<file path="config.mk">
export PLATFORM = sky130hd
export DESIGN_NAME = unsorted_max_priority_queue
export DESIGN_NICKNAME = d
export VERILOG_FILES = /design/src/hdl/umpq_pkg.sv /design/src/hdl/umpq_mem.sv /design/src/hdl/umpq_ctrl.sv /design/src/hdl/unsorted_max_priority_queue.sv
export SDC_FILE = /design/constraint.sdc
export NUM_CORES = 2
export LEC_CHECK = 0
export BUFFER_PORTS_ARGS = -buffer_cell sky130_fd_sc_hd__buf_2
export CORE_ASPECT_RATIO = 1.5
export CORE_MARGIN = 4
export CORE_UTILIZATION = 50
export CTS_BUF_LIST = sky130_fd_sc_hd__clkbuf_16
export DETAILED_ROUTE_END_ITERATION = 10
export GPL_ROUTABILITY_DRIVEN = 0
export GPL_TIMING_DRIVEN = 0
export PLACE_DENSITY = 0.71
export SLEW_MARGIN = 30
export SYNTH_ARGS = -nofsm -noshare
export SYNTH_HDL_FRONTEND = slang
export SYNTH_SLANG_ARGS = --single-unit
</file>
<file path="constraint.sdc">
create_clock -name clock -period 11.2 [get_ports clock]
set_clock_uncertainty 0.1 [all_clocks]
set_input_delay 1.12 -clock clock [delete_from_list [all_inputs] [get_ports clock]]
set_output_delay 1.12 -clock clock [all_outputs]
set_load 0.05 [all_outputs]
</file>
<file path="src/hdl/umpq_pkg.sv">
package umpq_pkg;

   localparam int KEY_W   = 32;
   localparam int VALUE_W = 32;
   localparam int ENTRY_W = KEY_W + VALUE_W;
   localparam int FILL_W  = 5;

   // request kinds
   localparam logic OP_INSERT = 1'b0;
   localparam logic OP_REMOVE = 1'b1;

   // result status codes
   localparam logic [1:0] STATUS_DONE  = 2'd0;
   localparam logic [1:0] STATUS_FULL  = 2'd1;
   localparam logic [1:0] STATUS_EMPTY = 2'd2;

   typedef struct packed {
      logic                      op;
      logic signed [KEY_W-1:0]   key;
      logic signed [VALUE_W-1:0] value;
   } req_type;

   typedef struct packed {
      logic [1:0]                status;
      logic signed [KEY_W-1:0]   out_key;
      logic signed [VALUE_W-1:0] out_value;
      logic [FILL_W-1:0]         fill;
   } rsp_type;

   typedef enum logic [1:0] {
      STATE_IDLE,
      STATE_SCAN,
      STATE_SHIFT,
      STATE_FINISH
   } state_type;

endpackage

</file>
<file path="src/hdl/umpq_mem.sv">
module umpq_mem #(
   parameter int DEPTH = 16,
   parameter int AW    = 4
) (
   input  logic                         clock,
   input  logic                         wr_en,
   input  logic [AW-1:0]                wr_addr,
   input  logic [umpq_pkg::ENTRY_W-1:0] wr_data,
   input  logic                         rd_en,
   input  logic [AW-1:0]                rd_addr,
   output logic [umpq_pkg::ENTRY_W-1:0] rd_data
);

   logic [umpq_pkg::ENTRY_W-1:0] mem_ff [DEPTH];
   logic [umpq_pkg::ENTRY_W-1:0] rd_data_ff;

   always_ff @(posedge clock) begin
      if (wr_en) begin
         mem_ff[wr_addr] <= wr_data;
      end
   end

   always_ff @(posedge clock) begin
      if (rd_en) begin
         rd_data_ff <= mem_ff[rd_addr];
      end
   end

   assign rd_data = rd_data_ff;

endmodule

</file>
<file path="src/hdl/umpq_ctrl.sv">
module umpq_ctrl #(
   parameter int DEPTH = 16,
   parameter int AW    = 4,
   parameter int CW    = 5
) (
   input  logic                         clock,
   input  logic                         reset,
   // request side
   input  logic                         req_valid,
   output logic                         req_ready,
   input  umpq_pkg::req_type            req_data,
   // result side
   output logic                         res_valid,
   input  logic                         res_ready,
   output umpq_pkg::rsp_type            res_data,
   // memory port
   output logic                         mem_wr_en,
   output logic [AW-1:0]                mem_wr_addr,
   output logic [umpq_pkg::ENTRY_W-1:0] mem_wr_data,
   output logic                         mem_rd_en,
   output logic [AW-1:0]                mem_rd_addr,
   input  logic [umpq_pkg::ENTRY_W-1:0] mem_rd_data
);

   localparam logic [CW-1:0] DEPTH_C = CW'(DEPTH);
   localparam logic [CW-1:0] ONE_C   = CW'(1);

   umpq_pkg::state_type state_ff, state_in;
   logic [CW-1:0]       count_ff, count_in;
   logic [CW-1:0]       idx_ff, idx_in;
   logic                pend_ff, pend_in;
   logic [CW-1:0]       best_idx_ff, best_idx_in;
   logic signed [umpq_pkg::KEY_W-1:0]   best_key_ff, best_key_in;
   logic signed [umpq_pkg::VALUE_W-1:0] best_val_ff, best_val_in;
   umpq_pkg::rsp_type   res_ff, res_in;

   logic signed [umpq_pkg::KEY_W-1:0]   rd_key;
   logic signed [umpq_pkg::VALUE_W-1:0] rd_val;
   logic          accept;
   logic          take;
   logic          scan_last;
   logic [CW-1:0] wr_nx;
   logic [CW-1:0] rd_nx;
   logic          shift_more;

   assign rd_key = mem_rd_data[umpq_pkg::ENTRY_W-1:umpq_pkg::VALUE_W];
   assign rd_val = mem_rd_data[umpq_pkg::VALUE_W-1:0];

   assign req_ready = (state_ff == umpq_pkg::STATE_IDLE);
   assign accept    = req_valid && req_ready;
   assign res_valid = (state_ff == umpq_pkg::STATE_FINISH);
   assign res_data  = res_ff;

   // earliest entry wins a tie: replace only on strictly greater key
   assign take      = (idx_ff == '0) || (rd_key > best_key_ff);
   assign scan_last = (idx_ff == count_ff - ONE_C);
   assign wr_nx     = pend_ff ? idx_ff + ONE_C : idx_ff;
   assign rd_nx     = wr_nx + ONE_C;
   assign shift_more = (rd_nx < count_ff);

   // next state
   always_comb begin
      state_in = state_ff;
      unique case (state_ff)
         umpq_pkg::STATE_IDLE: begin
            if (accept) begin
               if (req_data.op == umpq_pkg::OP_REMOVE && count_ff != '0) begin
                  state_in = umpq_pkg::STATE_SCAN;
               end else begin
                  state_in = umpq_pkg::STATE_FINISH;
               end
            end
         end
         umpq_pkg::STATE_SCAN: begin
            if (scan_last) begin
               state_in = umpq_pkg::STATE_SHIFT;
            end
         end
         umpq_pkg::STATE_SHIFT: begin
            if (!shift_more) begin
               state_in = umpq_pkg::STATE_FINISH;
            end
         end
         umpq_pkg::STATE_FINISH: begin
            if (res_ready) begin
               state_in = umpq_pkg::STATE_IDLE;
            end
         end
         default: state_in = umpq_pkg::STATE_IDLE;
      endcase
   end

   // datapath and memory control
   always_comb begin
      count_in    = count_ff;
      idx_in      = idx_ff;
      pend_in     = pend_ff;
      best_idx_in = best_idx_ff;
      best_key_in = best_key_ff;
      best_val_in = best_val_ff;
      res_in      = res_ff;
      mem_wr_en   = 1'b0;
      mem_wr_addr = idx_ff[AW-1:0];
      mem_wr_data = {req_data.key, req_data.value};
      mem_rd_en   = 1'b0;
      mem_rd_addr = rd_nx[AW-1:0];
      unique case (state_ff)
         umpq_pkg::STATE_IDLE: begin
            if (accept) begin
               res_in.out_key   = '0;
               res_in.out_value = '0;
               if (req_data.op == umpq_pkg::OP_INSERT) begin
                  if (count_ff == DEPTH_C) begin
                     res_in.status = umpq_pkg::STATUS_FULL;
                     res_in.fill   = umpq_pkg::FILL_W'(count_ff);
                  end else begin
                     // append at the tail
                     mem_wr_en     = 1'b1;
                     mem_wr_addr   = count_ff[AW-1:0];
                     count_in      = count_ff + ONE_C;
                     res_in.status = umpq_pkg::STATUS_DONE;
                     res_in.fill   = umpq_pkg::FILL_W'(count_ff + ONE_C);
                  end
               end else if (count_ff == '0) begin
                  res_in.status = umpq_pkg::STATUS_EMPTY;
                  res_in.fill   = umpq_pkg::FILL_W'(count_ff);
               end else begin
                  // start the scan at the oldest entry
                  mem_rd_en   = 1'b1;
                  mem_rd_addr = '0;
                  idx_in      = '0;
               end
            end
         end
         umpq_pkg::STATE_SCAN: begin
            if (take) begin
               best_idx_in = idx_ff;
               best_key_in = rd_key;
               best_val_in = rd_val;
            end
            if (scan_last) begin
               idx_in  = take ? idx_ff : best_idx_ff;
               pend_in = 1'b0;
            end else begin
               mem_rd_en   = 1'b1;
               mem_rd_addr = idx_ff[AW-1:0] + AW'(1);
               idx_in      = idx_ff + ONE_C;
            end
         end
         umpq_pkg::STATE_SHIFT: begin
            // move entry idx+1 down into idx, one per cycle
            mem_wr_en   = pend_ff;
            mem_wr_addr = idx_ff[AW-1:0];
            mem_wr_data = mem_rd_data;
            idx_in      = wr_nx;
            mem_rd_en   = shift_more;
            pend_in     = shift_more;
            if (!shift_more) begin
               count_in         = count_ff - ONE_C;
               res_in.status    = umpq_pkg::STATUS_DONE;
               res_in.out_key   = best_key_ff;
               res_in.out_value = best_val_ff;
               res_in.fill      = umpq_pkg::FILL_W'(count_ff - ONE_C);
            end
         end
         umpq_pkg::STATE_FINISH: begin
         end
         default: begin
         end
      endcase
   end

   always_ff @(posedge clock) begin
      if (reset) begin
         state_ff <= umpq_pkg::STATE_IDLE;
         count_ff <= '0;
         pend_ff  <= 1'b0;
      end else begin
         state_ff <= state_in;
         count_ff <= count_in;
         pend_ff  <= pend_in;
      end
   end

   always_ff @(posedge clock) begin
      idx_ff      <= idx_in;
      best_idx_ff <= best_idx_in;
      best_key_ff <= best_key_in;
      best_val_ff <= best_val_in;
      res_ff      <= res_in;
   end

endmodule

</file>
<file path="src/hdl/unsorted_max_priority_queue.sv">
// Bounded max-priority queue of signed 32-bit key/value pairs, DEPTH entries,
// kept in insertion order in one single-port-write, registered-read memory.
// Each request transfer yields exactly one result transfer with a status:
// done, insert refused (full), or remove on empty. Requests are handled one
// at a time. An insert, or any refused request, goes straight from idle to
// the finish state, where its result is offered. A remove runs a scan and a
// shift: the memory read port visits every stored key once to find the largest
// (earliest pair on a tie), then walks the later pairs down one slot each to
// close the gap. The result sits in an output register, so a new request is
// taken while the previous result waits on rsp_stall. No clearing pass after
// reset: a slot is only read after it has been written.
module unsorted_max_priority_queue #(
   parameter int DEPTH = 16
) (
   input  logic              clock,
   input  logic              reset,
   input  logic              req_valid,
   output logic              req_stall,
   input  umpq_pkg::req_type req_data,
   output logic              rsp_valid,
   input  logic              rsp_stall,
   output umpq_pkg::rsp_type rsp_data
);

   localparam int AW = (DEPTH > 1) ? $clog2(DEPTH) : 1;
   localparam int CW = $clog2(DEPTH + 1);

   logic                         req_ready;
   logic                         res_valid;
   logic                         res_ready;
   umpq_pkg::rsp_type            res_data;
   logic                         mem_wr_en;
   logic [AW-1:0]                mem_wr_addr;
   logic [umpq_pkg::ENTRY_W-1:0] mem_wr_data;
   logic                         mem_rd_en;
   logic [AW-1:0]                mem_rd_addr;
   logic [umpq_pkg::ENTRY_W-1:0] mem_rd_data;

   logic              rsp_valid_ff, rsp_valid_in;
   umpq_pkg::rsp_type rsp_data_ff, rsp_data_in;

   assign req_stall = !req_ready;

   // output register is free when empty or being drained this cycle
   assign res_ready = !rsp_valid_ff || !rsp_stall;

   umpq_ctrl #(
      .DEPTH (DEPTH),
      .AW    (AW),
      .CW    (CW)
   ) u_ctrl (
      .clock       (clock),
      .reset       (reset),
      .req_valid   (req_valid),
      .req_ready   (req_ready),
      .req_data    (req_data),
      .res_valid   (res_valid),
      .res_ready   (res_ready),
      .res_data    (res_data),
      .mem_wr_en   (mem_wr_en),
      .mem_wr_addr (mem_wr_addr),
      .mem_wr_data (mem_wr_data),
      .mem_rd_en   (mem_rd_en),
      .mem_rd_addr (mem_rd_addr),
      .mem_rd_data (mem_rd_data)
   );

   umpq_mem #(
      .DEPTH (DEPTH),
      .AW    (AW)
   ) u_mem (
      .clock   (clock),
      .wr_en   (mem_wr_en),
      .wr_addr (mem_wr_addr),
      .wr_data (mem_wr_data),
      .rd_en   (mem_rd_en),
      .rd_addr (mem_rd_addr),
      .rd_data (mem_rd_data)
   );

   // load a finished result, or drop the held one once transferred
   always_comb begin
      rsp_valid_in = rsp_valid_ff;
      rsp_data_in  = rsp_data_ff;
      if (res_valid && res_ready) begin
         rsp_valid_in = 1'b1;
         rsp_data_in  = res_data;
      end else if (!rsp_stall) begin
         rsp_valid_in = 1'b0;
      end
   end

   always_ff @(posedge clock) begin
      if (reset) begin
         rsp_valid_ff <= 1'b0;
      end else begin
         rsp_valid_ff <= rsp_valid_in;
      end
   end

   // hold payload unless a new result loads
   always_ff @(posedge clock) begin
      rsp_data_ff <= rsp_data_in;
   end

   assign rsp_valid = rsp_valid_ff;
   assign rsp_data  = rsp_data_ff;

endmodule

</file>
# Yosys cells after proc, flatten, opt, wreduce, memory -nomap -nowiden
# Memory sizes are Yosys's and may differ from the RTL's. A register that Yosys moved wholly into a read port is not among the register bits.
# Cells that the tools add are included.
# totals
register_bits,225
latch_bits,0
ram_bits,1024
mem_bits_ro,0
input_bits,69
output_inout_bits,73
word_cells,111
mem_count,1
# mem_list
name,words,width,rd,rd_ports_with_merged_regs,wr,line,rtl
u_mem.mem_ff,16,64,1,1,1,umpq_mem.sv:14,logic [umpq_pkg::ENTRY_W-1:0] mem_ff [DEPTH];
# op_classes
n_addsub,5
n_mul,0
n_div,0
n_lt_le_gt_ge,2
n_eq_ne,14
n_shift,0
muxes,51
n_bitwise,0
n_reduce_logical,22
# ops
cell,n
$mux W71,2
$pmux W71 S2,1
$mux W64,1
$mux W5,12
$gt A32 B32 Y1,1
$mux W4,8
$reduce_and A4 Y1,4
$add A5 B1 Y5 const B,3
$pmux W5 S3,1
$mux W2,7
$mux W1,13
$logic_not A5 Y1,2
$pmux W5 S2,1
$ne A2 B1 Y1 const B,4
$ne A2 B2 Y1 const B,4
$pmux W2 S4,1
$pmux W4 S2,1
$eq A5 B5 Y1,1
$eq A5 B5 Y1 const B,1
$lt A5 B5 Y1,1
$reduce_bool A5 Y1,1
$sub A5 B1 Y5 const B,1
$add A4 B1 Y4 const B,1
$eq A2 B2 Y1 const B,2
12 further kinds,20

# Logic depth before layout (Yosys ltp)
# logic_depth
depth_word,7
mapped_depth,15
depth_no_buf,14

# Hierarchy
# From an unflattened synthesis, not the netlist that was laid out.
# unflattened
cells_unflattened,2342
area_unflattened_um2,50238.2
# modules_own_cells
mod,instances,cells_each,area_per_inst_um2,seq_area_each_um2
umpq_mem,1,1647,40222.3,32671.3
umpq_ctrl,1,618,7841.3,4514.3
unsorted_max_priority_queue,1,77,2174.6,2152.1

# Worst setup path before layout
# Ideal clock, no wire load.
# synth_path
path_type,input-to-reg
startpoint,in rsp_stall
endpoint,reg rsp_data_ff (netlist bit rsp_data[0]) (enable)
setup_time_ps,608
arrival_time_ps,6290
required_time_ps,10492
setup_slack_ps,4202
cell_stages,1
n_path_buf,0
path_cell_list,a21boi_0
# synth_between
elab_chain_cells,3
# synth_lines
element,line,rtl
from (decl),unsorted_max_priority_queue.sv:21,"input logic rsp_stall,"
$logic_not A1 Y1,n/a,
$logic_or A1 B1 Y1,unsorted_max_priority_queue.sv:45,assign res_ready = !rsp_valid_ff || !rsp_stall;
$logic_and A1 B1 Y1,unsorted_max_priority_queue.sv:85,if (res_valid && res_ready) begin
to (signal assigned),unsorted_max_priority_queue.sv:103,rsp_data_ff <= rsp_data_in;
to (decl),unsorted_max_priority_queue.sv:40,"umpq_pkg::rsp_type rsp_data_ff, rsp_data_in;"
# Every way passes these cells.
# A chain may end at the register's enable or synchronous reset.

# Worst setup path in the final report
# layout_path
startpoint,reg u_ctrl.idx_ff[0]
endpoint,"reg u_mem.rd_data_ff (netlist bit u_mem.rd_data[12]), read port of u_mem.mem_ff, data pin"
# layout_between
elab_chain_cells,7
word_cells_on_any_way,13
classes_between,3 x add/sub; 1 x order compare; 1 x eq/ne; 8 x mux
# layout_lines
element,line,rtl
from (decl),umpq_ctrl.sv:30,"logic [CW-1:0] idx_ff, idx_in;"
from (signal assigned),umpq_ctrl.sv:186,idx_ff <= idx_in;
"parallel branches: the longest is 7 deep, another holds $add A5 B1 Y5",n/a,
to (decl),umpq_mem.sv:15,logic [umpq_pkg::ENTRY_W-1:0] rd_data_ff;
# Parallel ways; which one is timed is not known.

==> results.json <==
{
  "core_region_area_um2": 104000,
  "final_cell_mix": "1,304 x edfxtp_1, 286 x nand2_1, 259 x mux2i_1",
  "grt-ovfl-total": 0,
  "period_share": 0.450,
  "peakVddDrop_mv": 0.210,
  "fillCellCount": 7639,
  "drc_errors": 0,
  "setup_viol": 0,
  "worst_pin_slew_ps": 982,
  "clock-sinks": 1313,
  "grt.total_usage": 0.225,
  "min_path_type": "reg2reg",
  "crit_arrival_ps": 5480,
  "synth_area_um2": 52400,
  "first_pass_iters": 5,
  "final_common_cell": "edfxtp_1",
  "gr-usage-met3": 0.0344,
  "cts.clk_slew.worst_paths_ps": 70,
  "avgSynthCellArea_um2": 16.8,
  "cts_made_buffers": 114,
  "synth-main-ff-cell": "edfxtp_1",
  "cts-root-buf": "clkbuf_16",
  "synth-edff-count": 1304,
  "synth-seq-cells": 1313,
  "rsz0062_at_grt": "false",
  "fin_cells": 4956,
  "worst-setup-path-type": "reg2reg",
  "die_height_um": 405,
  "antenna_found_initial": 1,
  "start_kind": "register",
  "dp_hpwl_um": 87000,
  "status": "completed",
  "top_usage_layer": "met2",
  "setup-tns-final_ps": 0,
  "grt_pass1_wl_um": 185000,
  "hold_viol_final": 0,
  "drtIter0Drc": 2883,
  "crit_path_end_kind": "register",
  "synth_cell_type_count": 63,
  "die_w_um": 272,
  "postCtsResizedCells": 0,
  "cp.required_ps": 11640,
  "ioPinCount": 142,
  "placed_cells": 4742,
  "numPortBuffers": 140,
  "grt_util_met1": 0.281,
  "route.final.wire_length_um": 126000,
  "rows": 145,
  "die_area_um2": 110000,
  "vias": 29052,
  "clock_path_buffers": 3,
  "htreeDepth": 3,
  "met2_usage": 0.396,
  "yosysSeqAreaShare": 0.750,
  "seq_area_um2": 39300,
  "powerDensity_nw_per_um2": 330,
  "p_leak_uw": 0.0210,
  "insertion_delay_ps": 730,
  "initial_core_util": 0.503,
  "wire_per_inst_um": 25.4,
  "drv_slew": 0,
  "viasPerCell": 5.86,
  "slew_headroom": 0.342,
  "fmax_mhz": 198,
  "nets": 3577,
  "syn-num-nets": 3244,
  "critical_path_peak_fanout": 10,
  "yosys_warnings": 0,
  "multi_input_area_um2": 12000,
  "synth_cells": 3129,
  "fin_crit_ps": 5040,
  "grt_pass1_vias": 29102,
  "cts_hold_buf": 0,
  "syn2layout_area_growth_pct": 16.0,
  "cts_tree": "built",
  "max-cap-violations": 0,
  "postCtsSetupRepairBufs": 0,
  "grt_max_degree": 21,
  "totalPowerFinal_uw": 20100,
  "async_flop_share": 0,
  "detail-route-antenna-nets": 0,
  "drive_above_1_share": 0.206
}
## synthesized netlist by cell type (4+ instances only)
master / instances / area, um^2
ha_1: 46 / 576
mux2i_1: 259 / 2590
o21a_1: 7 / 52.6
xnor2_1: 9 / 78.8
clkbuf_1: 66 / 248
edfxtp_1: 1304 / 39200
nor3_1: 8 / 40.0
nand2_1: 287 / 1080
mux2_2: 196 / 2210
and2_1: 33 / 206
a221o_1: 64 / 641
buf_2: 61 / 305
xor2_1: 11 / 96.3
nor2_1: 75 / 282
buf_6: 40 / 450
a211oi_1: 130 / 976
nor2b_1: 134 / 838
buf_4: 12 / 90.1
nor4_1: 5 / 31.3
o21ai_0: 11 / 55.1
a21oi_1: 24 / 120
nand3_1: 12 / 60.1
nand2b_1: 4 / 25.0
a31oi_1: 137 / 857
nand4_1: 8 / 50.1
a21o_1: 13 / 97.6
o22ai_1: 67 / 419
a21boi_0: 4 / 30.0
inv_1: 46 / 173
dfxtp_1: 9 / 180
## kinds of logic (layout without fill, tap and decap cells)
family,after synthesis,count (layout),synth area share
compound gates,482,482,0.0668
xor+xnor,20,20,0.00334
other cells,0,1,0
flops,1313,1313,0.750
simple gates,583,583,0.0524
mux,456,456,0.0918
buf+inv,229,659,0.0244
fa+ha+maj,46,46,0.0110
## worst max-delay path, stage by stage (launching register included)
cell and delay (ps):
edfxtp_1 480, buf_2 300, inv_1 150, ha_1 360
nand2_1 70, o21ai_0 150, ha_1 260, xnor2_1 170
or2_2 310, a32oi_1 640, nand2_1 800, clkbuf_1 520
o22ai_1 290, a221o_1 260
## final cells by class
| cell class | instances | area share |
|---|---|---|
| buffer | 182 | 0.0182 |
| antenna | 1 | 0.0000411 |
| tap | 1396 | 0.0287 |
| clock inverter | 98 | 0.0147 |
| timing repair buffer | 217 | 0.0435 |
| inverter | 47 | 0.00290 |
| multi-input combinational | 1587 | 0.198 |
| clock buffer | 115 | 0.0473 |
| sequential | 1313 | 0.647 |
## report_power, final
group / leakage (uW) / internal, uW / switching, uW
Combinational: 0.00710 / 3400 / 5900
Sequential: 0.0119 / 6600 / 223
Clock: 0.00193 / 2220 / 1750
## routing by layer
metal | vias to the layer above | routed length, um
li1 | 12873 | -
met1 | 14658 | 47600
met2 | 1257 | 64500
met3 | 264 | 8540
met4 | 0 | 5160
met5 | - | 0
## sequential cells by signal, summed over array words and instances (netlist names)
register / count
u_ctrl.idx_ff: 5
rsp_valid: 1
u_ctrl.best_key_ff: 32
u_ctrl.res_data: 71
u_mem.mem_ff: 1024
rsp_data: 71
u_ctrl.state_ff: 2
u_ctrl.count_ff: 5
u_ctrl.best_val_ff: 32
u_mem.rd_data: 64
u_ctrl.pend_ff: 1
u_ctrl.best_idx_ff: 5
## path summary, 6_finish.rpt
path	from	to	slack (ps)	cells past startpoint
worst max register to register	u_ctrl.idx_ff[0]	u_mem.rd_data[12]	6160	13
worst max-delay path	u_ctrl.idx_ff[0]	u_mem.rd_data[12]	6160	13
worst min register to register	u_ctrl.res_data[67]	rsp_data[67]	320	0
worst min-delay path	u_ctrl.res_data[67]	rsp_data[67]	320	0
## per-stage QoR
stage          hold WS [ps]  cell area, um^2  worst slack [ps]   util
2_1_floorplan           300            52400              4200      -
3_3_place_gp            301            54900              6.16  0.527
3_5_place_dp            305            57000              6260  0.547
6_report                316            60800              6160  0.584
4_1_cts                 319            60800              6240  0.584
5_1_grt                 323            60800              5970  0.584
No activity file was read; power rests on OpenSTA's default activity.
